File: config.mk
export PLATFORM = sky130hd
export DESIGN_NAME = scc_mac_lane
export DESIGN_NICKNAME = d
export VERILOG_FILES = /design/src/scc_pkg.sv /design/src/scc_mac_lane.sv
export SDC_FILE = /design/constraint.sdc
export NUM_CORES = 1
export LEC_CHECK = 0
export BUFFER_PORTS_ARGS = -buffer_cell sky130_fd_sc_hd__buf_2
export CORE_AREA = 3 3 198 200
export CTS_CLUSTER_DIAMETER = 50
export DETAILED_ROUTE_END_ITERATION = 12
export DIE_AREA = 0 0 201 203
export SLEW_MARGIN = 10
export SYNTH_ARGS = -nofsm -noshare
export SYNTH_HDL_FRONTEND = slang
export SYNTH_SLANG_ARGS = --single-unit
File: constraint.sdc
create_clock -name clk -period 4.45 [get_ports clk]
set_input_delay 0.89 -clock clk [delete_from_list [all_inputs] [get_ports clk]]
set_output_delay 0.89 -clock clk [all_outputs]
set_load 0.005 [all_outputs]
File: src/scc_pkg.sv
// ----------------------------------------------------------------------------
// scc_pkg
// Shared types and constants for the stereo crosstalk canceller: request
// payloads, lane control, sample limits and the crossfeed coefficient table.
// ----------------------------------------------------------------------------
package scc_pkg;

    localparam int SAMPLE_W   = 16;
    localparam int COEF_W     = 16;
    localparam int PROD_W     = SAMPLE_W + COEF_W;
    localparam int HIST_DEPTH = 128;
    localparam int HIST_AW    = 7;
    localparam int SAMPLE_MAX = 32767;
    localparam int SAMPLE_MIN = -32768;

    typedef struct packed {
        logic signed [SAMPLE_W-1:0] left_in;
        logic signed [SAMPLE_W-1:0] right_in;
    } in_req_t;

    typedef struct packed {
        logic signed [SAMPLE_W-1:0] left_out;
        logic signed [SAMPLE_W-1:0] right_out;
    } out_req_t;

    typedef struct packed {
        logic clear;
        logic tap_en;
        logic dir_en;
    } lane_ctrl_t;

    localparam logic signed [COEF_W-1:0] XFEED_ROM [HIST_DEPTH] = '{
        16'sd296,   -16'sd341,  -16'sd533,  -16'sd200,  16'sd259,   16'sd435,   16'sd76,
        -16'sd248,  -16'sd444,  -16'sd183,  16'sd262,   16'sd494,   16'sd115,   -16'sd435,
        -16'sd437,  16'sd120,   16'sd510,   16'sd199,   -16'sd86,   -16'sd208,  -16'sd157,
        -16'sd196,  16'sd311,   16'sd552,   16'sd343,   -16'sd1044, 16'sd111,   -16'sd533,
        16'sd2020,  -16'sd1876, 16'sd1684,  -16'sd3154, -16'sd22753, -16'sd3320, 16'sd648,
        -16'sd1685, 16'sd467,   -16'sd1677, 16'sd599,   16'sd43,    16'sd583,   -16'sd165,
        -16'sd666,  -16'sd888,  -16'sd538,  16'sd584,   16'sd315,   16'sd415,   -16'sd464,
        -16'sd509,  -16'sd140,  16'sd392,   16'sd459,   16'sd272,   -16'sd676,  -16'sd1191,
        -16'sd111,  16'sd769,   16'sd630,   16'sd124,   -16'sd150,  -16'sd351,  16'sd58,
        16'sd266,   16'sd161,   -16'sd540,  -16'sd1020, -16'sd1052, 16'sd81,    16'sd885,
        16'sd557,   -16'sd280,  -16'sd761,  -16'sd202,  16'sd355,   16'sd649,   -16'sd133,
        -16'sd529,  -16'sd369,  16'sd230,   16'sd886,   16'sd531,   16'sd68,    -16'sd501,
        -16'sd191,  16'sd230,   16'sd566,   16'sd384,   -16'sd278,  -16'sd522,  -16'sd328,
        16'sd239,   16'sd564,   16'sd345,   -16'sd247,  -16'sd548,  -16'sd253,  16'sd225,
        16'sd532,   16'sd138,   -16'sd340,  -16'sd614,  -16'sd216,  16'sd297,   16'sd455,
        16'sd119,   -16'sd517,  -16'sd558,  -16'sd114,  16'sd427,   16'sd556,   16'sd42,
        -16'sd443,  -16'sd453,  16'sd59,    16'sd582,   16'sd501,   16'sd13,    -16'sd456,
        -16'sd284,  16'sd118,   16'sd532,   16'sd277,   -16'sd101,  -16'sd505,  -16'sd291,
        16'sd226,   16'sd491
    };

endpackage

File: src/scc_mac_lane.sv
// ----------------------------------------------------------------------------
// scc_mac_lane
// One output channel's multiply-accumulate lane: registered product, wide
// accumulator and capture of the direct-path sample.
// ----------------------------------------------------------------------------
module scc_mac_lane #(
    parameter int ACC_W = 40
) (
    input  logic                                 clk,
    input  logic                                 rst_n,
    input  scc_pkg::lane_ctrl_t                  ctrl,
    input  logic signed [scc_pkg::COEF_W-1:0]    coef,
    input  logic signed [scc_pkg::SAMPLE_W-1:0]  cross_sample,
    input  logic signed [scc_pkg::SAMPLE_W-1:0]  direct_sample,
    output logic signed [ACC_W-1:0]              acc,
    output logic signed [scc_pkg::SAMPLE_W-1:0]  direct,
    output logic                                 busy
);
    import scc_pkg::*;

    logic                       prod_valid_reg;
    logic signed [PROD_W-1:0]   prod_reg;
    logic signed [ACC_W-1:0]    acc_reg;
    logic signed [SAMPLE_W-1:0] direct_reg;

    always_ff @(posedge clk or negedge rst_n)
    begin
        if (!rst_n)
        begin
            prod_valid_reg <= 1'b0;
        end
        else
        begin
            prod_valid_reg <= ctrl.tap_en;
        end
    end

    always_ff @(posedge clk)
    begin
        if (ctrl.tap_en)
        begin
            prod_reg <= coef * cross_sample;
        end
        if (ctrl.clear)
        begin
            acc_reg <= '0;
        end
        else if (prod_valid_reg)
        begin
            acc_reg <= acc_reg + ACC_W'(prod_reg);
        end
        if (ctrl.dir_en)
        begin
            direct_reg <= direct_sample;
        end
    end

    assign acc    = acc_reg;
    assign direct = direct_reg;
    assign busy   = prod_valid_reg;

endmodule

# Yosys cells after proc, flatten, opt, wreduce, memory -nomap -nowiden
# Cells that the tools add are included.
# word_totals
regBits	89
in_bits	53
# classes
add_sub_neg	1
multipliers	1
# ops
cell	n
$add A40 B32 Y40	1
$mul A16 B16 Y32	1

# Depth between registers and ports, before layout
# depth
depth_word	1
ltp_mapped	23
ltp_nobuf	22

# Worst setup path before layout
# No wires, ideal clock.
# synth_path
kind	input-to-reg
from	in cross_sample[1] (netlist bit)
to	reg prod_reg[31], data pin
setup_ns	0.261
arrival_time_ns	6.423
required_time_ns	4.189
slack_ns	-2.234
stages	20
cell_sequence	clkbuf_1 > nand2_1 > inv_1 > fa_1 > fa_1 > fa_1 > fa_1 > fa_1 > inv_1 > fa_1 > inv_1 > ha_1 > a21o_1 > a21o_1 > a21o_1 > a21o_1 > a221o_1 > a21oi_1 > a21oi_1 > a311o_1
# synth_between
elab_chain_cells	1
# synth_lines
element	line	rtl
start: declaration	scc_mac_lane.sv:13	input logic signed [scc_pkg::SAMPLE_W-1:0] cross_sample,
$mul A16 B16 Y32	scc_mac_lane.sv:42	prod_reg <= coef * cross_sample;
end signal: assignment	scc_mac_lane.sv:42	
end: declaration	scc_mac_lane.sv:22	logic signed [PROD_W-1:0] prod_reg;
# No other way between the ends.
# A chain may end at the register's enable or synchronous reset.

# Worst setup path after layout
# layout_path
from	in cross_sample[5] (netlist bit)
to	reg prod_reg[29], data pin
# Same word-level chain as after synthesis.

==> key figures <==
Run status
  – Run status: complete, but fails checks
  – Failing checks: setup timing

Drt
  – DR iter-0 viols: ~500
  – Routed WL per cell: 15.1 um
  – Vias/cell: roughly 4.9
  – Drt drc: 0
  – ANT nets after route: 0
  – DRT Pass-1 Iters: 5
  – Routed vias: between 10000 and 15000
  – Post-Route WL: 35600 um

Worst setup path
  – Cell chain of the critical path: buf_6, buf_4, and2_1, fa_1, inv_1, fa_1, fa_2, fa_1, inv_1, fa_1, inv_2, fa_1, inv_1, ha_2, or4_4, o22ai_4, a31oi_4, a221o_1, a21oi_2, buf_4, nand2b_4, a21oi_2, xnor2_1
  – Data required, critical path: between 4000 and 5000 ps
  – Most used cell, CP: fa_1
  – Worst r2r dst: acc[26]$_SDFFE_PP0P_
  – Startpoint Class: input port
  – Worst r2r path cells: 12
  – Worst path max stage delay: approximately 550 ps
  – CP delay by family, top: adder cells
  – Max stage delay cell, worst path: or4_4
  – CP bufs+invs: 7
  – Crit path capture type: flop
  – Worst Path Max Fanout: 8
  – Critical path arrival: roughly 6400 ps
  – R2R Setup Slk: 1200 ps
  – RR Startpoint: prod_reg[0]$_DFFE_PP_
  – CP Class: in -> reg

Place
  – Port Buf Inserts: 109
  – Placed Area: 17300 um^2
  – Detailed Place HPWL: around 30000 um
  – Routability cong.: roughly 0.89
  – Post-Place Setup Slack: -2340 ps

Floorplanning
  – Die W: 201 um
  – DIE AREA: ~41000 um^2
  – Core area: between 30000 and 40000 um^2
  – # rows: 71
  – # IOs: 110
  – Die Y-Extent: around 200 um
  – Initial Utilization: between 30 and 40%

Synthesis
  – Syn nets: just over 2000
  – Mean Syn Cell Area: roughly 9.4 um^2
  – Synth Area in Adders: between 40% and 50%
  – Largest family of logic cells by synthesized area: adder cells
  – Leading area contributor after synthesis: fa_1
  – Synth top area cells: fa_1 35%, ha_1 10%, edfxtp_1 9.7%, inv_1 7.6%, and2_1 5.5%
  – Synth Register Bits: 89
  – Mapped Area: ~15000 um^2
  – Post-Synth XOR/XNOR Area: about 3.1%
  – Post-Synthesis Cells: between 1500 and 2000
  – Post-synthesis compound-gate area fraction: about a tenth
  – Primary FF master, synth: edfxtp_1
  – Post-synth ARST share: around 1.1%
  – Synth top area share: 35.3%
  – Multiplexer share of the synthesized area: ~1.2%
  – Number of flops mapped to enable cells by yosys: 48
  – Warnings, synthesis: 0
  – Cell variety after synth: 81
  – Synth Area in Simple Gates: between 15 and 20%
  – Sequential area share after synthesis: between 10% and 20%

Finish
  – Design area: ~19000 um^2
  – Multi-input gate area: approximately 12000 um^2
  – Max reg flops: 40
  – Fin nets: ~2300
  – Commonest cells after routing, fill and taps aside: 274 x inv_1, 248 x fa_1, 155 x buf_4, 143 x nand2_1, 106 x and2_1
  – Core Util, Final: about half
  – Share of cells above drive strength 1: about 26%
  – Commonest non-fill, non-tap cell in the layout: inv_1
  – Fillers: between 3000 and 4000
  – Antenna cells: 0
  – Reg area: about 2300 um^2
  – Synth-to-Final Area Change: 24.7%

Timing
  – Final Skew: ~13 ps
  – Minimum clock period: 6260 ps
  – Final period util: 141%
  – RSZ-0062 raised after global routing: yes
  – # setup viols final: 25
  – Final worst slack: -1810 ps
  – Fin Hold WS: slightly above 300 ps
  – Max-slew violation count: 0
  – Max-slew headroom: 39.6%
  – Slew of the pin with the lowest slew margin: about 910 ps
  – Final Hold Vio Count: 0
  – F_max: about 160 MHz

Global route
  – Initial antenna violation count: 0
  – GRT Util Overall: around 18%
  – Largest net degree at the start of global routing: 52
  – First-pass GRT wire length: ~60000 um
  – Vias in the first global route: between 10000 and 15000
  – Grt total ovfl: 0

CTS
  – Clk Latency, worst-skew pair: around 350 ps
  – CTS tree: built
  – H-tree levels: 3
  – Hold_buf cts: 0
  – CTS Sinks: around 90
  – Maximum root-to-sink buffer count: 2
  – CTS buffer count: 9
  – Clock transition at path regs: around 70 ps
  – CTS root buf: clkbuf_16

Flow run
  – Max-cap viol count: 0

Worst hold path
  – Hold Path Class: in -> async
[per-layer routing]
| metal | global-route usage (%) | routed length [um] | part of all wire [%] | vias up |
|---|---|---|---|---|
| li1 | - | - | - | 5565 |
| met4 | 3.69 | 626 | 1.8 | 0 |
| met1 | 24.8 | 16800 | 47 | 5659 |
| met3 | 2.13 | 1510 | 4.2 | 41 |
| met2 | 30.2 | 16700 | 47 | 240 |
| met5 | 0 | 0 | 0 | - |
[worst reg2reg max path, stage by stage, from the launching register on]
cell,delay (ps)
edfxtp_1,400
ha_1,230
inv_1,70
fa_1,250
nor2b_4,60
o31a_4,310
o211ai_1,270
a21oi_1,160
o21ai_0,330
o21ai_0,260
a221oi_1,440
nor4b_1,110
a211o_1,260
[layout make-up]
cell class | count | area share, %
inverter | 301 | 6.10
multi-input combinational | 1138 | 63.6
tap | 511 | 3.44
timing repair buffer | 303 | 13.1
clock inverter | 7 | 0.370
sequential | 89 | 12.2
clock buffer | 9 | 1.21
[synth_stat cells, types with 9 or more instances]
cell type and count:
edfxtp_1 48, clkbuf_1 38, o21ai_0 33, and2_1 131
inv_1 301, fa_1 263, nor2_1 80, dfxtp_1 40
o21a_1 11, mux2i_1 16, nand2b_1 24, nor2b_1 11
a21o_1 26, ha_1 121, xnor2_1 38, xor2_1 14
a31oi_1 13, nand2_1 149, nor3_1 9, a21oi_1 59
nand3_1 15
[worst max-delay path by stage]
stage / start / endpoint / slack, ps / cells past startpoint
floorplan: coef[14] / prod_reg[31]$_DFFE_PP_ / -1880 / 20
global placement: cross_sample[15] / prod_reg[31]$_DFFE_PP_ / -2270 / 20
detailed placement: coef[6] / prod_reg[31]$_DFFE_PP_ / -2340 / 22
CTS: coef[6] / prod_reg[31]$_DFFE_PP_ / -1790 / 20
global route: coef[7] / prod_reg[29]$_DFFE_PP_ / -1950 / 23
finish: cross_sample[5] / prod_reg[29]$_DFFE_PP_ / -1810 / 23
[cell families after synthesis]
| kind of cell | Yosys count |
|---|---|
| compound gates | 223 |
| buf+inv | 354 |
| xor+xnor | 52 |
| fa+ha+maj | 384 |
| mux | 18 |
| flops | 89 |
| simple gates | 461 |
[metrics by stage]
stage	setup TNS (ps)	std cells
6_report	-29180	2358
4_1_cts	-29100	2350
5_1_grt	-33400	2358
3_3_place_gp	-41090	2310
3_5_place_dp	-42430	2310
2_1_floorplan	-27660	1581
[timing repair]
| item | 4_1_cts | 5_1_grt |
|---|---|---|
| pin swaps | 82 | 60 |
| buffers inserted | 28 | 14 |
| endpoints found under the setup margin | 26 | 26 |
| gates cloned | 0 | 1 |
| resized for setup | 160 | 58 |
Power is not shown: default switching activity piles up to over one toggle a cycle in this logic, so the estimate is an artifact.
