[src/scc_pkg.sv]
// ----------------------------------------------------------------------------
// scc_pkg
// Shared types and constants for the stereo crosstalk canceller: request
// payloads, lane control, sample limits and the crossfeed coefficient table.
// ----------------------------------------------------------------------------
package scc_pkg;

    localparam int SAMPLE_W   = 16;
    localparam int COEF_W     = 16;
    localparam int PROD_W     = SAMPLE_W + COEF_W;
    localparam int HIST_DEPTH = 128;
    localparam int HIST_AW    = 7;
    localparam int SAMPLE_MAX = 32767;
    localparam int SAMPLE_MIN = -32768;

    typedef struct packed {
        logic signed [SAMPLE_W-1:0] left_in;
        logic signed [SAMPLE_W-1:0] right_in;
    } in_req_t;

    typedef struct packed {
        logic signed [SAMPLE_W-1:0] left_out;
        logic signed [SAMPLE_W-1:0] right_out;
    } out_req_t;

    typedef struct packed {
        logic clear;
        logic tap_en;
        logic dir_en;
    } lane_ctrl_t;

    localparam logic signed [COEF_W-1:0] XFEED_ROM [HIST_DEPTH] = '{
        16'sd296,   -16'sd341,  -16'sd533,  -16'sd200,  16'sd259,   16'sd435,   16'sd76,
        -16'sd248,  -16'sd444,  -16'sd183,  16'sd262,   16'sd494,   16'sd115,   -16'sd435,
        -16'sd437,  16'sd120,   16'sd510,   16'sd199,   -16'sd86,   -16'sd208,  -16'sd157,
        -16'sd196,  16'sd311,   16'sd552,   16'sd343,   -16'sd1044, 16'sd111,   -16'sd533,
        16'sd2020,  -16'sd1876, 16'sd1684,  -16'sd3154, -16'sd22753, -16'sd3320, 16'sd648,
        -16'sd1685, 16'sd467,   -16'sd1677, 16'sd599,   16'sd43,    16'sd583,   -16'sd165,
        -16'sd666,  -16'sd888,  -16'sd538,  16'sd584,   16'sd315,   16'sd415,   -16'sd464,
        -16'sd509,  -16'sd140,  16'sd392,   16'sd459,   16'sd272,   -16'sd676,  -16'sd1191,
        -16'sd111,  16'sd769,   16'sd630,   16'sd124,   -16'sd150,  -16'sd351,  16'sd58,
        16'sd266,   16'sd161,   -16'sd540,  -16'sd1020, -16'sd1052, 16'sd81,    16'sd885,
        16'sd557,   -16'sd280,  -16'sd761,  -16'sd202,  16'sd355,   16'sd649,   -16'sd133,
        -16'sd529,  -16'sd369,  16'sd230,   16'sd886,   16'sd531,   16'sd68,    -16'sd501,
        -16'sd191,  16'sd230,   16'sd566,   16'sd384,   -16'sd278,  -16'sd522,  -16'sd328,
        16'sd239,   16'sd564,   16'sd345,   -16'sd247,  -16'sd548,  -16'sd253,  16'sd225,
        16'sd532,   16'sd138,   -16'sd340,  -16'sd614,  -16'sd216,  16'sd297,   16'sd455,
        16'sd119,   -16'sd517,  -16'sd558,  -16'sd114,  16'sd427,   16'sd556,   16'sd42,
        -16'sd443,  -16'sd453,  16'sd59,    16'sd582,   16'sd501,   16'sd13,    -16'sd456,
        -16'sd284,  16'sd118,   16'sd532,   16'sd277,   -16'sd101,  -16'sd505,  -16'sd291,
        16'sd226,   16'sd491
    };

endpackage

[src/scc_hist.sv]
// ----------------------------------------------------------------------------
// scc_hist
// One channel's sample history: 128-entry memory with one write port and one
// registered read port. Per-entry valid bits make unwritten slots read zero.
// ----------------------------------------------------------------------------
module scc_hist (
    input  logic                                 clk,
    input  logic                                 rst_n,
    input  logic                                 wr_en,
    input  logic [scc_pkg::HIST_AW-1:0]          wr_addr,
    input  logic signed [scc_pkg::SAMPLE_W-1:0]  wr_data,
    input  logic                                 rd_en,
    input  logic [scc_pkg::HIST_AW-1:0]          rd_addr,
    output logic signed [scc_pkg::SAMPLE_W-1:0]  rd_data
);
    import scc_pkg::*;

    logic signed [SAMPLE_W-1:0] mem [HIST_DEPTH];
    logic [HIST_DEPTH-1:0]      vld_reg;
    logic signed [SAMPLE_W-1:0] rd_data_reg;

    always_ff @(posedge clk or negedge rst_n)
    begin
        if (!rst_n)
        begin
            vld_reg <= '0;
        end
        else if (wr_en)
        begin
            vld_reg[wr_addr] <= 1'b1;
        end
    end

    always_ff @(posedge clk)
    begin
        if (wr_en)
        begin
            mem[wr_addr] <= wr_data;
        end
    end

    always_ff @(posedge clk)
    begin
        if (rd_en)
        begin
            rd_data_reg <= vld_reg[rd_addr] ? mem[rd_addr] : '0;
        end
    end

    assign rd_data = rd_data_reg;

endmodule

[config.mk]
export PLATFORM = sky130hd
export DESIGN_NAME = scc_hist
export DESIGN_NICKNAME = d
export VERILOG_FILES = /design/src/scc_pkg.sv /design/src/scc_hist.sv
export SDC_FILE = /design/constraint.sdc
export NUM_CORES = 2
export LEC_CHECK = 0
export ABC_AREA = 1
export BUFFER_PORTS_ARGS = -buffer_cell sky130_fd_sc_hd__buf_4
export CORE_MARGIN = 4
export CORE_UTILIZATION = 35
export CTS_BUF_LIST = sky130_fd_sc_hd__clkbuf_4 sky130_fd_sc_hd__clkbuf_8 sky130_fd_sc_hd__clkbuf_16
export DETAILED_ROUTE_END_ITERATION = 6
export PLACE_DENSITY_LB_ADDON = 0.08
export REMOVE_ABC_BUFFERS = 1
export SYNTH_ARGS = -nofsm -noshare
export SYNTH_HDL_FRONTEND = slang
export SYNTH_SLANG_ARGS = --single-unit
[constraint.sdc]
create_clock -name clk -period 2.2 [get_ports clk]
set_input_delay 0.33 -clock clk [delete_from_list [all_inputs] [get_ports clk]]
set_output_delay 0.33 -clock clk [all_outputs]
set_load 0.02 [all_outputs]
== After elaboration in Yosys (flattened, before gate mapping) ==
Memories as Yosys holds them, arrays and structs flattened. A register that Yosys moved wholly into a read port is not among the register bits.
Index checks and enable logic that the tools add are counted.
W data, S select, Z words.

* Logic and storage cells: 14
* Memories kept: 1
* Bits in registers: 128
* Input bits: 34
* RAM bits: 2048

* Bitwise operators: 1
* Reduce and logical (&&, ||, !) cells: 2
* $lt $le $gt $ge: 3
* Muxes and demuxes: 6

{| class="wikitable"
|+ Memory list
! memory !! depth !! bits a word !! read ports !! clocked after memory_dff !! write ports !! RTL line !! RTL
|-
| mem || 128 || 16 || 1 || 1 || 1 || scc_hist.sv:18 || <nowiki>logic signed [SAMPLE_W-1:0] mem [HIST_DEPTH];</nowiki>
|}

{| class="wikitable"
|+ Operator list
! operator !! number
|-
| $or A128 B128 Y128 || 1
|-
| $lt A7 B8 Y1 const B || 2
|-
| $bmux W1 S7 || 1
|-
| $demux W1 S7 || 1
|-
| $ge A7 B1 Y1 const B || 1
|-
| $mux W1 || 4
|-
| $logic_and A1 B1 Y1 || 1
|-
| $logic_not A1 Y1 || 1
|}

== Longest topological paths before layout ==
* Word-level depth: 5
* Depth in mapped cells: 14

== Worst setup path after synthesis ==
Ideal clock, no wire load.

* Kind: input-to-reg
* Start point: input wr_en
* End point: memory mem[108][0], enable pin
* Data arrival time: 1.664 ns
* Buffers on the path: 2
* Library setup time: 0.389 ns
* Stages: 4
* Setup slack: 0.146 ns
* Required time: 1.811 ns
* Path through: clkbuf_1 nand2_1 clkbuf_1 nor2_1

* Word-level cells in the longest chain between the ends: 2

{| class="wikitable"
|+ RTL lines
! item !! RTL line !! RTL
|-
| start: declaration || scc_hist.sv:9 || <nowiki>input logic wr_en,</nowiki>
|-
| $mux W1 || scc_hist.sv:36 || <nowiki>if (wr_en)</nowiki>
|-
| $mux W1 (not written as such) || scc_hist.sv:38 || <nowiki>mem[wr_addr] <= wr_data;</nowiki>
|-
| end: declaration || scc_hist.sv:18 ||
|}

Every way passes these cells.

==> metrics.md <==
| Metric | Value |
|---|---|
| Worst-path cell chain | `nand2_1 > nand3_1 > nand3_1 > nand2_1 > nand2_1 > nand3_1 > nand3_1 > nand3_1 > nand2_1 > nor2_1` |
| RSZ-0062 raised after global routing | `no` |
| CP Capture Type | `flop` |
| Routed WL | `293300 um` |
| FP Rows | `184` |
| TritonCTS Buffers | `around 240` |
| CP bufs+invs | `0` |
| Synth Instances | `7610` |
| Clock buffer depth | `3` |
| Largest vdd supply drop | `0.0008313 V` |
| Top cells by area, synth | `edfxtp_1 70%, nand2_1 12%, nand3_1 11%` |
| Area delta synth->final | `20.28%` |
| H-tree depth | `4` |
| Largest stage delay on the critical path | `0.35 ns` |
| Core Region | `around 0.25 mm^2` |
| Post-CTS Setup Bufs | `0` |
| Internal power | `70690 uW` |
| Largest net degree at the start of global routing | `73` |
| Arrival time worst endpoint | `2.73 ns` |
| CTS root buf | `clkbuf_16` |
| Die H | `511.8 um` |
| Count leader, synth | `nand2_1` |
| Post-route ant nets | `0` |
| Clock insertion delay at the later pin of the skew report | `roughly 0.87 ns` |
| Top cell type's share of synthesized area | `0.6976` |
| Switching portion of total power | `0.2357` |
| Die width | `~510 um` |
| Initial antenna violation count | `13` |
| Critical path type | `reg -> reg` |
| 1st-iter DRT viols | `5777` |
| Largest register FFs | `around 2000` |
| DR WL/cell | `25.30 um` |
| Yosys Warn Count | `0` |
| Synth Flop Type | `edfxtp_1` |
| Final setup fails | `0` |
| Most used cell, CP | `nand3_1` |
| Minimum clock period | `2.110 ns` |
| Slowest CP cell | `edfxtp_1` |
| Vias in the first global route | `57660` |
| Synth Cell Area | `between 0.08 and 0.09 mm^2` |
| DRC viols | `0` |
| CTS sink cnt | `2192` |
| CP top delay family | `simple AND/OR/NAND/NOR gates` |
| PwrDens | `just under 900 mW/mm^2` |
| Final hold vios | `0` |
| Synth area leader | `edfxtp_1` |
| EDFF count, synth | `2064` |
| Synthesized flop and latch total | `2192` |
| Worst Tran Pin Value | `between 0.8 and 0.9 ns` |
| Share of cells above drive strength 1 | `0.1525` |
| Total GRT Usage | `0.2198` |
| IO buf count | `49` |
| Final Net Count | `8074` |
| First-pass GRT wire length | `about 420000 um` |
| Dpl hpwl | `roughly 190000 um` |
| Clk network pwr share | `0.422` |
| Setup TNS | `0 ns` |
| Hold Path Class | `in -> async` |
| Num ports | `50` |
| Vias/cell | `5.125` |
| Syn avg cell area | `11.67 um^2` |
| Comb power frac | `0.077` |
| Yosys cell types | `17` |
| Initial Util | `0.3528` |
| Via count | `59410` |
| NetSw | `21800 uW` |
| Top post-synthesis cells by count | `2733 x nand2_1, 2064 x edfxtp_1, 1883 x nand3_1` |
| Status | `finished, final reports clean` |
| Register area share after synthesis | `0.7337` |
| Placed instance area | `0.09899 mm^2` |
| Startpoint Class | `flop` |
| CTS tree | `yes` |
| Synth async-reset ratio | `0.05839` |
| Gr ovfl total | `0` |
| # Max-Cap Violations | `0` |
| Leakage Power | `around 0.040 uW` |
| Sequential Power Share | `0.501` |
| Min Hold Slack | `approximately 0.11 ns` |
| Max_slew headroom | `0.4077` |
| Pre-Repair DR Iteration Count | `5` |
| Layout Skew | `0.04533 ns` |
| Final instance area | `0.1069 mm^2` |
| Required @ worst endpoint | `2.82 ns` |
| Period utilization | `0.9589` |
| Final GP Congestion | `between 0.8 and 0.9` |
| Fin. max-slew vios | `0` |
| Die Footprint | `roughly 0.26 mm^2` |
| CP Max Fanout | `1` |
| Achievable Freq | `474.0 MHz` |
| Clock-pin slew on the worst setup and hold paths | `0.06 ns` |
-- worst min-delay path, delay by kind of cell --
family | cells | cell delay (ns)
buffers and inverters | 3 | 0.97
-- kinds of logic (layout without fill, tap and decap cells) --
group                  after synthesis  in the layout  synth area share
AND/OR/NAND/NOR                   4900           4900            0.2372
flip-flops                        2192           2192            0.7337
buffers and inverters              512           1138           0.02880
other                                0              7                 0
AO/OA/AOI/OAI                        6              6         0.0003380
-- power groups by stage --
stage / clock network (uW) / logic (uW) / registers [uW]
after global placement: 0 / 7190 / 47200
after floorplan: 0 / 3170 / 47200
final: 39000 / 7140 / 46400
after detailed placement: 0 / 7200 / 47200
after global routing: 41700 / 7750 / 46400
after CTS: 39900 / 7260 / 46300
-- worst paths after layout --
| kind | cells after the start | slack, ns | endpoint | start |
|---|---|---|---|---|
| worst max-delay path | 10 | 0.09 | rd_data[8] | mem[58][8] |
| worst min-delay path | 3 | 0.11 | vld_reg[59] | rst_n |
| worst max register to register | 10 | 0.09 | rd_data[8] | mem[58][8] |
| worst min register to register | 1 | 0.47 | vld_reg[19] | vld_reg[19] |
| max in group asynchronous | 3 | 1.69 | vld_reg[76] | rst_n |
| min in group clk | 4 | 0.11 | vld_reg[84] | wr_addr[1] |
-- cell usage in the layout (no fill, tap or decap), drive strengths merged --
cell type,count
clkinv,96
or2,126
dfrtp,128
inv,31
nor2,150
nand3,1883
clkinvlp,6
nand2,2733
bufinv,10
dlygate4sd3,19
clkbuf,318
edfxtp,2064
nor3,8
diode,7
o21ai,4
buf,658
a21oi,2
-- through the flow --
step | util | std cells | power [uW] | worst slack [ns]
final | 0.4243 | 11590 | 92490 | 0.09041
after global routing | 0.4243 | 11590 | 95770 | 0.01352
after CTS | 0.4242 | 11580 | 93490 | 0.07093
after detailed placement | 0.3930 | 11130 | 54420 | -0.8485
after global placement | 0.3930 | 11130 | 54410 | -0.8661
after floorplan | - | 7125 | 50330 | -7.573
-- cell type report --
| type | instances | area (um^2) |
|---|---|---|
| antenna | 7 | 17.52 |
| clock buffer | 317 | 6650 |
| clock inverter | 116 | 982.2 |
| fill | 23660 | 145000 |
| inverter | 27 | 128.9 |
| multi-input combinational | 4906 | 21310 |
| sequential | 2192 | 65180 |
| tap | 3348 | 4189 |
| timing repair buffer | 678 | 8408 |
-- per-layer routing --
| metal | share of wire | wire (um) | vias up | track usage |
|---|---|---|---|---|
| met4 | 0.027 | 8047 | 2 | 0.06000 |
| met5 | 0.000058 | 17 | - | 0 |
| li1 | - | - | 27510 | - |
| met2 | 0.48 | 139900 | 1586 | 0.3596 |
| met3 | 0.046 | 13550 | 389 | 0.02732 |
| met1 | 0.45 | 131800 | 29920 | 0.3094 |
-- timing repair --
item	in CTS	in global routing
hold buffers	20	0
endpoints found under the setup margin	1	2
hold endpoints to repair	651	0
gates cloned	0	0
resized for setup	1	2
Note: power is estimated with default switching activity, not from simulation.
