$ cat config.mk
export PLATFORM = sky130hd
export DESIGN_NAME = scc_merge
export DESIGN_NICKNAME = d
export VERILOG_FILES = /design/src/scc_pkg.sv /design/src/scc_merge.sv
export SDC_FILE = /design/constraint.sdc
export NUM_CORES = 1
export LEC_CHECK = 0
export BUFFER_PORTS_ARGS = -buffer_cell sky130_fd_sc_hd__buf_2
export CELL_PAD_IN_SITES_DETAIL_PLACEMENT = 0
export CELL_PAD_IN_SITES_GLOBAL_PLACEMENT = 1
export CORE_ASPECT_RATIO = 1.25
export CORE_MARGIN = 2
export CORE_UTILIZATION = 38
export CTS_CLUSTER_DIAMETER = 200
export DETAILED_ROUTE_END_ITERATION = 12
export PLACE_DENSITY_LB_ADDON = 0.1
export SLEW_MARGIN = 15
export SYNTH_ARGS = -nofsm -noshare
export SYNTH_HDL_FRONTEND = slang
export SYNTH_SLANG_ARGS = --single-unit
$ cat constraint.sdc
create_clock -name clk -period 0.8 [get_ports clk]
set_input_delay 0.16 -clock clk [delete_from_list [all_inputs] [get_ports clk]]
set_output_delay 0.16 -clock clk [all_outputs]
set_load 0.02 [all_outputs]
$ cat src/scc_pkg.sv
// ----------------------------------------------------------------------------
// scc_pkg
// Shared types and constants for the stereo crosstalk canceller: request
// payloads, lane control, sample limits and the crossfeed coefficient table.
// ----------------------------------------------------------------------------
package scc_pkg;

    localparam int SAMPLE_W   = 16;
    localparam int COEF_W     = 16;
    localparam int PROD_W     = SAMPLE_W + COEF_W;
    localparam int HIST_DEPTH = 128;
    localparam int HIST_AW    = 7;
    localparam int SAMPLE_MAX = 32767;
    localparam int SAMPLE_MIN = -32768;

    typedef struct packed {
        logic signed [SAMPLE_W-1:0] left_in;
        logic signed [SAMPLE_W-1:0] right_in;
    } in_req_t;

    typedef struct packed {
        logic signed [SAMPLE_W-1:0] left_out;
        logic signed [SAMPLE_W-1:0] right_out;
    } out_req_t;

    typedef struct packed {
        logic clear;
        logic tap_en;
        logic dir_en;
    } lane_ctrl_t;

    localparam logic signed [COEF_W-1:0] XFEED_ROM [HIST_DEPTH] = '{
        16'sd296,   -16'sd341,  -16'sd533,  -16'sd200,  16'sd259,   16'sd435,   16'sd76,
        -16'sd248,  -16'sd444,  -16'sd183,  16'sd262,   16'sd494,   16'sd115,   -16'sd435,
        -16'sd437,  16'sd120,   16'sd510,   16'sd199,   -16'sd86,   -16'sd208,  -16'sd157,
        -16'sd196,  16'sd311,   16'sd552,   16'sd343,   -16'sd1044, 16'sd111,   -16'sd533,
        16'sd2020,  -16'sd1876, 16'sd1684,  -16'sd3154, -16'sd22753, -16'sd3320, 16'sd648,
        -16'sd1685, 16'sd467,   -16'sd1677, 16'sd599,   16'sd43,    16'sd583,   -16'sd165,
        -16'sd666,  -16'sd888,  -16'sd538,  16'sd584,   16'sd315,   16'sd415,   -16'sd464,
        -16'sd509,  -16'sd140,  16'sd392,   16'sd459,   16'sd272,   -16'sd676,  -16'sd1191,
        -16'sd111,  16'sd769,   16'sd630,   16'sd124,   -16'sd150,  -16'sd351,  16'sd58,
        16'sd266,   16'sd161,   -16'sd540,  -16'sd1020, -16'sd1052, 16'sd81,    16'sd885,
        16'sd557,   -16'sd280,  -16'sd761,  -16'sd202,  16'sd355,   16'sd649,   -16'sd133,
        -16'sd529,  -16'sd369,  16'sd230,   16'sd886,   16'sd531,   16'sd68,    -16'sd501,
        -16'sd191,  16'sd230,   16'sd566,   16'sd384,   -16'sd278,  -16'sd522,  -16'sd328,
        16'sd239,   16'sd564,   16'sd345,   -16'sd247,  -16'sd548,  -16'sd253,  16'sd225,
        16'sd532,   16'sd138,   -16'sd340,  -16'sd614,  -16'sd216,  16'sd297,   16'sd455,
        16'sd119,   -16'sd517,  -16'sd558,  -16'sd114,  16'sd427,   16'sd556,   16'sd42,
        -16'sd443,  -16'sd453,  16'sd59,    16'sd582,   16'sd501,   16'sd13,    -16'sd456,
        -16'sd284,  16'sd118,   16'sd532,   16'sd277,   -16'sd101,  -16'sd505,  -16'sd291,
        16'sd226,   16'sd491
    };

endpackage

$ cat src/scc_merge.sv
// ----------------------------------------------------------------------------
// scc_merge
// Combine both lanes: scale the sums, add the direct path, apply the 3/4 gain,
// saturate and hold the result request in the output register.
// ----------------------------------------------------------------------------
module scc_merge #(
    parameter int ACC_W         = 40,
    parameter int PRODUCT_SHIFT = 15
) (
    input  logic                                 clk,
    input  logic                                 rst_n,
    input  logic                                 load,
    input  logic signed [ACC_W-1:0]              acc_l,
    input  logic signed [scc_pkg::SAMPLE_W-1:0]  direct_l,
    input  logic signed [ACC_W-1:0]              acc_r,
    input  logic signed [scc_pkg::SAMPLE_W-1:0]  direct_r,
    output logic                                 free,
    output logic                                 out_valid,
    input  logic                                 out_ready,
    output scc_pkg::out_req_t                    out_data
);
    import scc_pkg::*;

    localparam int V_W = ACC_W + 1;
    localparam logic signed [V_W-1:0] SAT_HI = V_W'(SAMPLE_MAX);
    localparam logic signed [V_W-1:0] SAT_LO = V_W'(SAMPLE_MIN);

    function automatic logic signed [SAMPLE_W-1:0] finish(
        input logic signed [ACC_W-1:0]    a,
        input logic signed [SAMPLE_W-1:0] d
    );
        logic signed [ACC_W-1:0] shifted;
        logic signed [V_W-1:0]   v;
        logic signed [V_W-1:0]   s;
        logic signed [SAMPLE_W-1:0] r;
        shifted = a >>> PRODUCT_SHIFT;
        v = V_W'(shifted) + V_W'(d);
        s = (v >>> 1) + (v >>> 2);
        if (s > SAT_HI)
        begin
            r = SAMPLE_W'(SAT_HI);
        end
        else if (s < SAT_LO)
        begin
            r = SAMPLE_W'(SAT_LO);
        end
        else
        begin
            r = SAMPLE_W'(s);
        end
        return r;
    endfunction

    logic     out_valid_reg;
    out_req_t out_data_reg;

    always_ff @(posedge clk or negedge rst_n)
    begin
        if (!rst_n)
        begin
            out_valid_reg <= 1'b0;
        end
        else if (load)
        begin
            out_valid_reg <= 1'b1;
        end
        else if (out_ready)
        begin
            out_valid_reg <= 1'b0;
        end
    end

    always_ff @(posedge clk)
    begin
        if (load)
        begin
            out_data_reg.left_out  <= finish(acc_l, direct_l);
            out_data_reg.right_out <= finish(acc_r, direct_r);
        end
    end

    assign free      = !out_valid_reg || out_ready;
    assign out_valid = out_valid_reg;
    assign out_data  = out_data_reg;

`ifndef ASSERT_OFF
    a_load_free: assert property (@(posedge clk) disable iff (!rst_n)
        load |-> free)
        else $error("result loaded over a pending request");
`endif

endmodule

* Word level (Yosys, flattened, before mapping) *
Cells that the tools add are included.

storage, ports and cells
  flip-flop bits (word level) = 33
  bits of input ports = 116
  logic and storage cells = 18

operators by class
  muxes and demuxes = 4
  reductions and logical operators = 3
  $lt $le $gt $ge = 4
  add/sub/neg operators = 4

operators by type and width
  operator              number
  $add 25x16->26        2
  $add 25x24->26        2
  $gt 26x16->1 const B  2
  $lt 26x16->1 const B  2
  $mux 16               2
  $mux 1                2
  $reduce_bool 2->1     1
  $logic_not 1->1       1
  $logic_or 1x1->1      1

* Longest topological paths before layout *
Gate-level depths: netlist of the first run.

  depth after elaboration = 4
  gate-level depth with buffers = 24

* Worst setup path after synthesis of the first run *
OpenSTA, ideal clock, no wires.

  kind = input to register
  from = in acc_r[17]
  to = reg out_data_reg (netlist bit out_data[13]), data pin
  path buffers = 1
  slack = -4.546 ns
  library setup time = 0.271 ns
  data arrival time = 5.075 ns
  data required time = 0.529 ns
  cell stages on the path = 22
  cells stage by stage = ha_1 -> nor2b_1 -> o2111ai_1 -> nand2_1 -> a21o_1 -> a21oi_1 -> xnor2_1 -> ha_1 -> a211o_1 -> o211ai_2 -> a21boi_2 -> a21oi_1 -> a311oi_1 -> o21ba_2 -> o311ai_4 -> o21ai_2 -> a221oi_2 -> xnor2_1 -> or4_4 -> o41ai_4 -> buf_6 -> o31ai_1

between the ends
  word-level cells in the longest chain between the ends = 4
  elaborated cells between the ends (all ways) = 5
  classes of those cells = add/sub: 2; order compare: 2; mux: 1

RTL lines
  item                RTL line         text
  start: declaration  scc_merge.sv:15  input logic signed [ACC_W-1:0] acc_r,
  $add 25x16->26 *    scc_merge.sv:37  v = V_W'(shifted) + V_W'(d);
  $add 25x24->26 *    scc_merge.sv:38  s = (v >>> 1) + (v >>> 2);
  $lt 26x16->1        scc_merge.sv:43  else if (s < SAT_LO)
  $mux 16             scc_merge.sv:43
  end: declaration    scc_merge.sv:55  out_req_t out_data_reg;

Mark *: on every way between the ends. The rest lies on a longest branch, timed or not.
A chain may end at the register's enable or synchronous reset.

* Final worst setup path of the first run *
  from = in direct_l[2] (netlist name)
  to = reg out_data_reg (netlist bit out_data[20]), data pin

between the ends
  word-level cells in the longest chain between the ends = 4
  elaborated cells between the ends (all ways) = 5
  classes of those cells = add/sub: 2; order compare: 2; mux: 1

RTL lines
  item                RTL line         text
  start: declaration  scc_merge.sv:14  input logic signed [scc_pkg::SAMPLE_W-1:0] direct_l,
  $add 25x16->26 *    scc_merge.sv:37
  $add 25x24->26 *    scc_merge.sv:38
  $lt 26x16->1        scc_merge.sv:43
  $mux 16             scc_merge.sv:43

Marked as above.

==> results of run 1 <==
## cell usage in the layout, fill, tap and decap left out, types with 7 or more instances in the layout
cell type | Yosys | routed
a21o_1 | 58 | 58
xor2_1 | 27 | 24
a31oi_1 | 11 | 7
xnor2_1 | 51 | 44
inv_1 | 42 | 35
o21ai_0 | 42 | 29
o21a_1 | 8 | 8
xnor2_2 | 1 | 8
and3_1 | 11 | 9
nand2_1 | 63 | 59
edfxtp_1 | 32 | 32
o211ai_1 | 12 | 12
ha_4 | 0 | 26
buf_2 | 4 | 83
o21ai_1 | 19 | 28
nand4_1 | 11 | 11
ha_1 | 94 | 68
nor2_1 | 48 | 46
a21oi_1 | 91 | 75
inv_2 | 1 | 7
buf_6 | 2 | 47
a21oi_2 | 0 | 13
buf_4 | 1 | 336
nand3_1 | 19 | 16
nor3_1 | 14 | 12
o21bai_1 | 13 | 12
## worst paths after layout
path	slack (ns)	start	to
min in group asynchronous	0.18	rst_n	out_valid$_DFFE_PN0P_
max	-3.91	direct_l[2]	out_data[20]$_SDFFCE_PN1P_
max reg2reg	0.14	out_valid$_DFFE_PN0P_	out_valid$_DFFE_PN0P_
max in group asynchronous	0.53	rst_n	out_valid$_DFFE_PN0P_
min reg2reg	0.56	out_valid$_DFFE_PN0P_	out_valid$_DFFE_PN0P_
min	0.16	out_ready	out_valid$_DFFE_PN0P_
## power groups by stage
stage	registers [mW]	logic [mW]	clock network [mW]
4_1_cts	2.57	19.7	1.85
6_report	2.58	20.3	1.84
2_1_floorplan	2.95	10.3	0
5_1_grt	2.59	22.3	1.95
3_3_place_gp	2.54	18.0	0
3_5_place_dp	2.55	18.2	0
## through the flow
step,std cells,setup TNS (ns)
2_1_floorplan,834,-121.47
3_3_place_gp,1490,-132.63
3_5_place_dp,1490,-134.34
4_1_cts,1517,-126.40
5_1_grt,1524,-134.47
6_report,1524,-126.17
## timing repair
action | 4_1_cts | 5_1_grt
buffers inserted | 17 | 7
resized for setup | 114 | 57
pin swaps | 51 | 50
endpoints found under the setup margin | 66 | 66
hold buffers | 1 | 0
endpoints found under the hold margin | 1 | 0
gates cloned | 1 | 1
## synthesized netlist by cell type, drive strengths merged, types with 5 or more instances
| cell type | count |
|---|---|
| xor2 | 27 |
| nor2 | 48 |
| or3 | 7 |
| a31o | 5 |
| xnor2 | 53 |
| o21bai | 13 |
| a21o | 60 |
| mux2i | 6 |
| nor4 | 5 |
| nand3 | 19 |
| and3 | 14 |
| nand2 | 64 |
| inv | 44 |
| nand4 | 11 |
| buf | 7 |
| nor3 | 15 |
| o211ai | 13 |
| a211oi | 7 |
| and2 | 6 |
| o21ai | 64 |
| o21a | 8 |
| nor2b | 8 |
| o311ai | 6 |
| a21oi | 91 |
| a31oi | 11 |
| ha | 94 |
| clkbuf | 10 |
| edfxtp | 32 |
| nand2b | 7 |
| a211o | 6 |
| a21boi | 5 |
| and4 | 6 |
## layout make-up
class                      count  area share
clock inverter                 3     0.00152
timing repair buffer         475       0.316
clock buffer                   5      0.0109
inverter                      45      0.0156
tap                          224      0.0244
sequential                    33      0.0858
multi-input combinational    739       0.545
## worst reg2reg max path, cell delays in order, from the launching register on
cell and delay, ns:
dfrtp_1 0.41, nand2b_4 0.09, nand2b_1 0.05
## cell families after synthesis
group | synth area share
buffers and inverters | 0.0416
AND/OR/NAND/NOR | 0.173
XOR/XNOR | 0.108
flip-flops | 0.146
AO/OA/AOI/OAI | 0.336
adder cells (fa/ha/maj) | 0.186
multiplexers | 0.00892
## layer usage
metal | GRT usage | vias up | wire length, um
met3 | 0.0112 | 22 | 511
met4 | 0.0417 | 0 | 326
met2 | 0.429 | 124 | 11300
li1 | - | 4104 | -
met1 | 0.244 | 3643 | 8380
met5 | 0 | - | 0
==> results.md, run 1 <==
- GRT Total Usage: 0.215
- # IOs: 150
- Worst path bufs/invs: 4
- Critical path class: primary input to flop
- Internal power: between 10 and 15 mW
- Status: finished with violations
- Design area: between 10,000 and 15,000 um2
- Library cells used by synthesis: 93
- Post-route ant nets: 0
- CTS Buf Count: 5
- Hold depth: 3
- Power Density: roughly 2200 nW/um2
- Total wire length: 20,500 um
- Fin crit period: between 4 and 5 ns
- Tot Pwr: 24.8 mW
- Period utilisation layout: 5.89
- Final Skew: 0 ns
- Core Footprint: approximately 17,000 um2
- Worst-path fanout max: 7
- Logic pwr share: 0.822
- CTS H-tree depth: 2
- DR iter-0 viols: 211
- Failing checks: setup timing
- Cell taking the most area after synthesis: ha_1
- Syn Inst Count: approximately 830
- Vias in the first global route: between 7,000 and 8,000
- Share of cells above drive strength 1: 0.485
- Gr ovfl total: 0
- Largest cells by area after synthesis: ha_1 (17%), edfxtp_1 (14%), a21oi_1 (6.8%)
- Synth Warn #: 0
- Clk_lat worst skew: between 0.2 and 0.3 ns
- Final Hold Fails: 0
- Via count: ~7,900
- Max FFs per register: 32
- Row cnt: 54
- Clock network power share: 0.074
- Post-synth ARST share: 0.0303
- Hold crit path type: primary input to flop
- Mapped Nets: between 1,000 and 1,500
- Final Wtd Congestion: between 0.8 and 0.9
- DIE WIDTH: 123 um
- CTS tree: done
- Post-route setup slack: -3.91 ns
- Slew Viols, Final: 0
- Max Cap Viol: 0
- WP data required: between 0.9 and 1 ns
- Clk pin slew, worst setup/hold paths: around 0.060 ns
- Final Util: 0.659
- CP delay by family, top: simple AND/OR/NAND/NOR gates
- Avg Cell Area, Syn: a little over 8 um2
- Dpl cell area: ~10,000 um2
- DP Wirelength: 17,000 um
- Initial antenna violation count: 0
- EDFF count, synth: 32
- Largest net degree at the start of global routing: 23
- Clock sink total: 33
- Synth Register Bits: 33
- Area delta synth->final: 70.5%
- Top_reg_cell synth: edfxtp_1
- Static leakage: roughly 5.5 nW
- Height of the die: 153 um
- Port buffer count: 119
- Switch Pwr: roughly 10 mW
- Reg power frac: 0.104
- Critical path data arrival time: ~4.9 ns
- # DRC: 0
- Relative slew slack: 0.611
- Root Driver: clkbuf_16
- Worst ir drop on vdd: 0.00111 V
- Fillers: ~1,500
- Seq/Total Area, Yosys: 0.146
- First-pass GRT wire length: approximately 34,000 um
- Drt pass-1 iters: 4
- Critical path depth in cells: 26
- Register Area: roughly 990 um2
- Max incr delay on CP: ~0.55 ns
- Die area: roughly 19,000 um2
- RSZ-0062 raised after global routing: true
- Setup WS pre-CTS: -4.40 ns
- Starting Density: 0.386
- DR vias/cell: about 5.2
- Final Net Count: 1,513
- Setup-failing EPs final: 66
- Endpoint class of the critical path: flop
- Reg2reg path depth: 2
- Avg WL per Cell: approximately 13 um
- Switching portion of total power: 0.414
- Slew at the pin closest to its max-slew limit: slightly below 0.6 ns
- Critical-path top delay cell: or4b_4
- Top-area cell type share of the netlist area: 0.175
- ANT cells: 0
- CP Launch Type: primary input
- Hold WS: roughly 0.16 ns
- Max Root-Sink Buffers: 2
- Multi-input gate area: 6270 um2
- Max Clock Freq: between 200 and 250 MHz
- Synthesized cell area: about 6700 um2
Note: power is estimated with default switching activity, not from simulation.
==> inputs of run 2 (changes only) <==
--- a/config.mk
+++ b/config.mk
@@ -9,7 +9,7 @@
 export CELL_PAD_IN_SITES_DETAIL_PLACEMENT = 0
 export CELL_PAD_IN_SITES_GLOBAL_PLACEMENT = 1
 export CORE_ASPECT_RATIO = 1.25
-export CORE_MARGIN = 2
+export CORE_MARGIN = 5
 export CORE_UTILIZATION = 38
 export CTS_CLUSTER_DIAMETER = 200
 export DETAILED_ROUTE_END_ITERATION = 12
==> run 2 against run 1 <==
  * The flow still finishes with violations (setup timing)
  * Hold slack improved by 0.0090 ns
  * Sequential share of layout area fell by 0.13 points
  * Global-route usage fell by 1.9 points
  * Sequential cell count did not move
  * Power rose by 1.6%
  * Critical path depth fell by 3
==> results.md, run 2 (synthesized netlist as in run 1, its figures left out) <==
- Gr ovfl total: 0 (unchanged)
- R2R setup slack: 0.13 ns (about the same)
- Design area: 11,700 um2 (+1.5%)
- Post-route ant nets: 0 (unchanged)
- Max Clock Freq: 208 MHz (-2.0%)
- # IOs: 150 (unchanged)
- ANT cells: 0 (unchanged)
- DP Wirelength: 17,400 um (+2.1%)
- Dpl cell area: 10,400 um2 (+0.46%)
- Static leakage: 5.55 nW (+0.95%)
- Slew at the pin closest to its max-slew limit: 0.557 ns (-0.0195 ns)
- Max Cap Viol: 0 (unchanged)
- Worst ir drop on vdd: 0.00106 V (-5.1%)
- Critical path class: primary input to flop
- Most frequent cells in the layout: buf_4 (341), buf_2 (83), a21oi_1 (72), ha_1 (66)
- CTS H-tree depth: 2 (unchanged)
- Tot Pwr: 25.1 mW (+1.6%)
- Failing checks: setup timing
- Power Density: 2150 nW/um2 (about the same)
- HP Start: out_ready
- Final Hold Fails: 0 (unchanged)
- First-pass GRT wire length: 34,500 um (+1.5%)
- Final TNS setup: -128.62 ns (-2.45 ns)
- Max FFs per register: 32 (unchanged)
- Relative slew slack: 0.619 (+0.00826)
- Clk_lat worst skew: 0.27 ns (about the same)
- Status: finished with violations
- Clock sink total: 33 (unchanged)
- Hold WS: 0.165 ns (+0.00903 ns)
- Max incr delay on CP: 0.50 ns (-0.05 ns)
- Starting Density: 0.386 (unchanged)
- Hold crit path type: primary input to flop
- Final Net Count: 1,523 (+0.66%)
- Core Footprint: 17,400 um2 (unchanged)
- Slew Viols, Final: 0 (unchanged)
- Avg WL per Cell: 13.9 um (+3.4%)
- RSZ-0062 raised after global routing: true
- Endpoint class of the critical path: flop
- Commonest non-fill, non-tap cell in the layout: buf_4
- Sink of the worst hold path: out_valid$_DFFE_PN0P_
- Worst-path fanout max: 8 (+1)
- Hold depth: 3 (unchanged)
- Port buffer count: 119 (unchanged)
- Crit path cell chain: buf_6, ha_4, nor2b_4, o2111ai_2, nand2_2, a21o_1, a21oi_2, xnor2_2, ha_1, a211o_1, o211ai_2, a21boi_4, a21oi_2, a311oi_2, o21ba_4, o311ai_4, o21ai_2, a221oi_2, xnor2_1, or4_4, o41ai_4, buf_6, o21ai_1
- Period utilisation layout: 6.01 (+0.118)
- Max Root-Sink Buffers: 2 (unchanged)
- Reg-to-reg critical path startpoint: out_valid$_DFFE_PN0P_
- Critical path data arrival time: 4.82 ns (-0.04 ns)
- Clk pin slew, worst setup/hold paths: 0.05 ns (about the same)
- Final Skew: 0 ns (unchanged)
- CP Launch Type: primary input
- Row cnt: 54 (unchanged)
- Total wire length: 21,300 um (+4.0%)
- FF-to-FF End: out_valid$_DFFE_PN0P_
- Share of cells above drive strength 1: 0.492 (+0.00622)
- Critical-path top delay cell: or4_4
- Fin crit period: 4.81 ns (+0.0945 ns)
- Post-route setup slack: -4.01 ns (-0.0945 ns)
- Reg2reg path depth: 2 (unchanged)
- Largest net degree at the start of global routing: 23 (unchanged)
- Fillers: 1,531 (-0.065%)
- Drt pass-1 iters: 4 (unchanged)
- GRT Total Usage: 0.196 (-0.0185)
- WP data required: 0.82 ns (-0.13 ns)
- CTS tree: done
- Root Driver: clkbuf_16
- Area delta synth->final: 73.2%
- Die area: 20,500 um2 (+9.0%)
- Final Wtd Congestion: 0.852 (-4.7%)
- Initial antenna violation count: 0 (unchanged)
- Vias in the first global route: 8,041 (+3.4%)
- DIE WIDTH: 129 um (+4.9%)
- # DRC: 0 (unchanged)
- Setup-failing EPs final: 66 (unchanged)
- Height of the die: 159 um (+3.9%)
- CTS Buf Count: 5 (unchanged)
- Via count: 7,998 (+1.3%)
- DR iter-0 viols: 180 (-15%)
- DR vias/cell: 5.21 (+0.67%)
-- run 2: layer usage --
metal,wire (um),global-route usage,up-vias
li1,-,-,4125
met1,8570,0.221,3702
met4,540,0.0578,0
met2,11700,0.387,139
met5,0,0,-
met3,561,0.00706,32
-- run 2: worst max-delay path, delay by kind of cell --
family | cells | cell delay [ns]
compound gates | 14 | 2.85
xor+xnor | 2 | 0.28
fa+ha+maj | 2 | 0.51
buf+inv | 2 | 0.29
simple gates | 3 | 0.71
-- run 2: repair_timing --
action | 4_1_cts | 5_1_grt
buffers inserted | 24 | 11
hold endpoints to repair | 1 | 0
hold buffers | 1 | 0
cloned | 1 | 2
pin swaps | 27 | 46
endpoints found under the setup margin | 66 | 66
resized for setup | 110 | 77
-- run 2: report_power, final --
part           switching, mW  internal (mW)  leakage (nW)
combinational           9.56           11.1          5.16
sequential             0.186           2.39         0.329
clock                  0.638           1.24        0.0701
total                   10.4           14.8          5.55
-- run 2: worst max path at each step --
stage	from	endpoint	slack, ns	cells after the start
after floorplan	acc_r[16]	out_data[13]$_SDFFCE_PN1P_	-4.11	23
after global placement	acc_l[17]	out_data[16]$_SDFFCE_PN1P_	-4.28	23
after detailed placement	acc_r[16]	out_data[13]$_SDFFCE_PN1P_	-4.38	24
after CTS	acc_r[16]	out_data[11]$_SDFFCE_PN1P_	-4.01	24
after global routing	acc_r[17]	out_data[10]$_SDFFCE_PN1P_	-4.24	23
final	acc_r[17]	out_data[10]$_SDFFCE_PN1P_	-4.01	23
-- run 2: cell type report --
cell class                      instances  area, um2  area share
Tap cell                              224        280      0.0240
Clock buffer                            7        143      0.0122
Inverter                               45        181      0.0156
Timing Repair Buffer                  485       3730       0.319
Sequential cell                        33        986      0.0845
Multi-Input combinational cell        739       6340       0.544
Clock inverter                          1       7.51    0.000644
-- run 2: per-stage QoR --
stage | std cells | worst slack [ns] | utilization
after global placement | 1493 | -4.28 | 0.598
after CTS | 1527 | -4.01 | 0.647
after detailed placement | 1493 | -4.38 | 0.598
after floorplan | 834 | -4.11 | -
final | 1534 | -4.01 | 0.669
after global routing | 1534 | -4.24 | 0.669
==> inputs of run 3 (changes only) <==
--- a/config.mk
+++ b/config.mk
@@ -10,7 +10,7 @@
 export CELL_PAD_IN_SITES_GLOBAL_PLACEMENT = 1
 export CORE_ASPECT_RATIO = 1.25
 export CORE_MARGIN = 5
-export CORE_UTILIZATION = 38
+export CORE_UTILIZATION = 42
 export CTS_CLUSTER_DIAMETER = 200
 export DETAILED_ROUTE_END_ITERATION = 12
 export PLACE_DENSITY_LB_ADDON = 0.1
==> constraint.sdc (replaced) <==
create_clock -name clk -period 4.7 [get_ports clk]
set_input_delay 0.94 -clock clk [delete_from_list [all_inputs] [get_ports clk]]
set_output_delay 0.94 -clock clk [all_outputs]
set_load 0.02 [all_outputs]
==> run 3 against run 2 <==
  * The flow still finishes with violations (setup timing)
  * Wire length rose by 5.4%
  * Worst setup slack improved by 3.0 ns
  * Critical path depth rose by 1
  * Clock skew did not move
  * Die area fell by 8.9%
  * Via count rose by 0.59%
  * Combinational power fell by 83%
  * Non-clock buffer count fell by 25
  * Critical path type unchanged
  * Largest cell class unchanged
==> results.md, run 3 (synthesized netlist as in run 1, its figures left out) <==
- Share of cells above drive strength 1: 0.470 (-0.0216)
- Clk_lat worst skew: 0.27 ns (about the same)
- Avg WL per Cell: 15.0 um (+8.0%)
- Dpl cell area: 10,100 um2 (-3.6%)
- Total wire length: 22,500 um (+5.4%)
- Tot Pwr: 4.23 mW (-83%)
- Commonest non-fill, non-tap cell in the layout: buf_4
- Power Density: 382 nW/um2 (-82%)
- Root Driver: clkbuf_16
- Height of the die: 152 um (-4.6%)
- Failing checks: setup timing
- Reg2reg path depth: 2 (unchanged)
- Slew at the pin closest to its max-slew limit: 0.706 ns (+0.149 ns)
- Final Skew: 0 ns (unchanged)
- Reg power frac: 0.103 (about the same)
- Hold crit path type: primary input to async pin
- RSZ-0062 raised after global routing: true
- Critical path data arrival time: 5.76 ns (+0.94 ns)
- Setup-failing EPs final: 30 (-55%)
- Status: finished with violations
- Worst ir drop on vdd: 0.000188 V (-82%)
- # DRC: 0 (unchanged)
- Hold WS: 0.441 ns (+0.275 ns)
- CTS Buf Count: 5 (unchanged)
- # IOs: 150 (unchanged)
- Endpoint class of the critical path: flop
- Switching portion of total power: 0.424 (+0.0116)
- Slew Viols, Final: 0 (unchanged)
- Period utilisation layout: 1.22
- Post-route setup slack: -1.05 ns (+2.96 ns)
- Worst-path fanout max: 8 (unchanged)
- DR vias/cell: 5.37 (+3.1%)
- R2R setup slack: 4.05 ns (+3.92 ns)
- DP Wirelength: 18,300 um (+5.0%)
- Final TNS setup: -26.86 ns (+101.76 ns)
- Logic pwr share: 0.815 (-0.008)
- Most frequent cells in the layout: buf_4 (333), buf_2 (109), ha_1 (82), a21oi_1 (79), a21o_1 (58)
- Max Root-Sink Buffers: 2 (unchanged)
- Drt pass-1 iters: 6 (+2)
- CTS tree: done
- Core Footprint: 15,700 um2 (-9.9%)
- FF-to-FF End: out_valid$_DFFE_PN0P_
- Port buffer count: 119 (unchanged)
- Final Net Count: 1,498 (-1.6%)
- DR iter-0 viols: 322 (+79%)
- Post-route ant nets: 0 (unchanged)
- Via count: 8,045 (+0.59%)
- Vias in the first global route: 8,129 (+1.1%)
- Setup WS pre-CTS: -1.25 ns (+3.12 ns)
- Final Wtd Congestion: 0.898 (+5.4%)
- ANT cells: 0 (unchanged)
- Non-filler instance count after layout: 1,497 (-2.4%)
- Relative slew slack: 0.529 (-0.0899)
- DIE WIDTH: 123 um (-4.5%)
- Final Util: 0.704 (+0.0345)
- GRT Total Usage: 0.228 (+0.0319)
- CTS H-tree depth: 2 (unchanged)
- CP Launch Type: primary input
- Clock sink total: 33 (unchanged)
- Final Hold Fails: 0 (unchanged)
- Reg-to-reg critical path startpoint: out_valid$_DFFE_PN0P_
- Fillers: 1,284 (-16%)
- Critical path class: primary input to flop
- Switch Pwr: 1.79 mW (-83%)
- Area delta synth->final: 64.0%
- Max Cap Viol: 0 (unchanged)
- Design area: 11,000 um2 (-5.3%)
- Max FFs per register: 32 (unchanged)
- Die area: 18,700 um2 (-8.9%)
- Largest net degree at the start of global routing: 34 (+48%)
- Register Area: 986 um2 (unchanged)
- Max Clock Freq: around 170 MHz
- Fin crit period: roughly 5.7 ns
- Starting Density: 0.429 (+0.0427)
- Clk pin slew, worst setup/hold paths: 0.05 ns (about the same)
- Row cnt: 51 (-5.6%)
- DP Cell Count: 1,468 (-1.7%)
- Internal power: 2.43 mW (-84%)
- WP data required: 4.71 ns (+3.89 ns)
- Multi-input gate area: 6140 um2 (-3.2%)
- Static leakage: 5.39 nW (-2.9%)
- Gr ovfl total: 0 (unchanged)
- Clock network power share: 0.083 (+0.008)
- First-pass GRT wire length: 35,600 um (+3.2%)
- Initial antenna violation count: 0 (unchanged)
## run 3: final cells by class
cell class                      instances  share of cell area
Inverter                               45              0.0169
Sequential cell                        33              0.0893
Multi-Input combinational cell        739               0.556
Timing Repair Buffer                  460               0.299
Clock buffer                            6              0.0117
Clock inverter                          2             0.00317
Tap cell                              212              0.0240
## run 3: critical path, stage by stage
cell       delay [ns]
buf_8            0.08
inv_4            0.03
fa_2             0.41
nor2b_4          0.16
o2111ai_4        0.13
nand2_2          0.11
a21o_1           0.13
a21oi_2          0.07
xnor2_2          0.14
ha_1             0.33
a211o_1          0.32
o211ai_2         0.10
a21boi_4         0.22
a21oi_2          0.09
a311oi_2         0.28
o21ba_4          0.21
o311ai_4         0.29
o21ai_2          0.09
a221oi_2         0.24
xnor2_1          0.13
or4_4            0.50
o41ai_4          0.45
buf_6            0.22
o31ai_2          0.08
## run 3: routing by layer
layer	track usage	wire, um	vias to the layer above
li1	-	-	4083
met4	0.0421	435	0
met5	0	0	-
met1	0.242	8500	3759
met3	0.00668	736	35
met2	0.486	12800	168
## run 3: timing repair
item / CTS / global route
setup endpoints to repair: 30 / 30
cloned: 2 / 1
hold buffers: 0 / 0
pin swaps: 29 / 48
setup buffers: 14 / 7
gates resized for setup: 49 / 76
## run 3: worst max path at each step
| stage | startpoint | endpoint | slack (ns) | cells past startpoint |
|---|---|---|---|---|
| 3_3_place_gp | acc_r[16] | out_data[13]$_SDFFCE_PN1P_ | -1.16 | 24 |
| 2_1_floorplan | acc_r[16] | out_data[13]$_SDFFCE_PN1P_ | -0.99 | 23 |
| 3_5_place_dp | acc_r[16] | out_data[8]$_SDFFCE_PN1P_ | -1.25 | 24 |
| 4_1_cts | acc_r[16] | out_data[12]$_SDFFCE_PN1P_ | -0.93 | 24 |
| 5_1_grt | direct_r[1] | out_data[13]$_SDFFCE_PN1P_ | -1.24 | 24 |
| 6_report | direct_r[1] | out_data[13]$_SDFFCE_PN1P_ | -1.05 | 24 |
## run 3: power groups by stage
stage	Combinational [mW]	Sequential (mW)	Clock (mW)
after floorplan	1.72	0.501	0
after CTS	3.19	0.433	0.356
after global routing	3.75	0.436	0.371
after global placement	2.94	0.436	0
final	3.44	0.433	0.350
after detailed placement	3.02	0.438	0
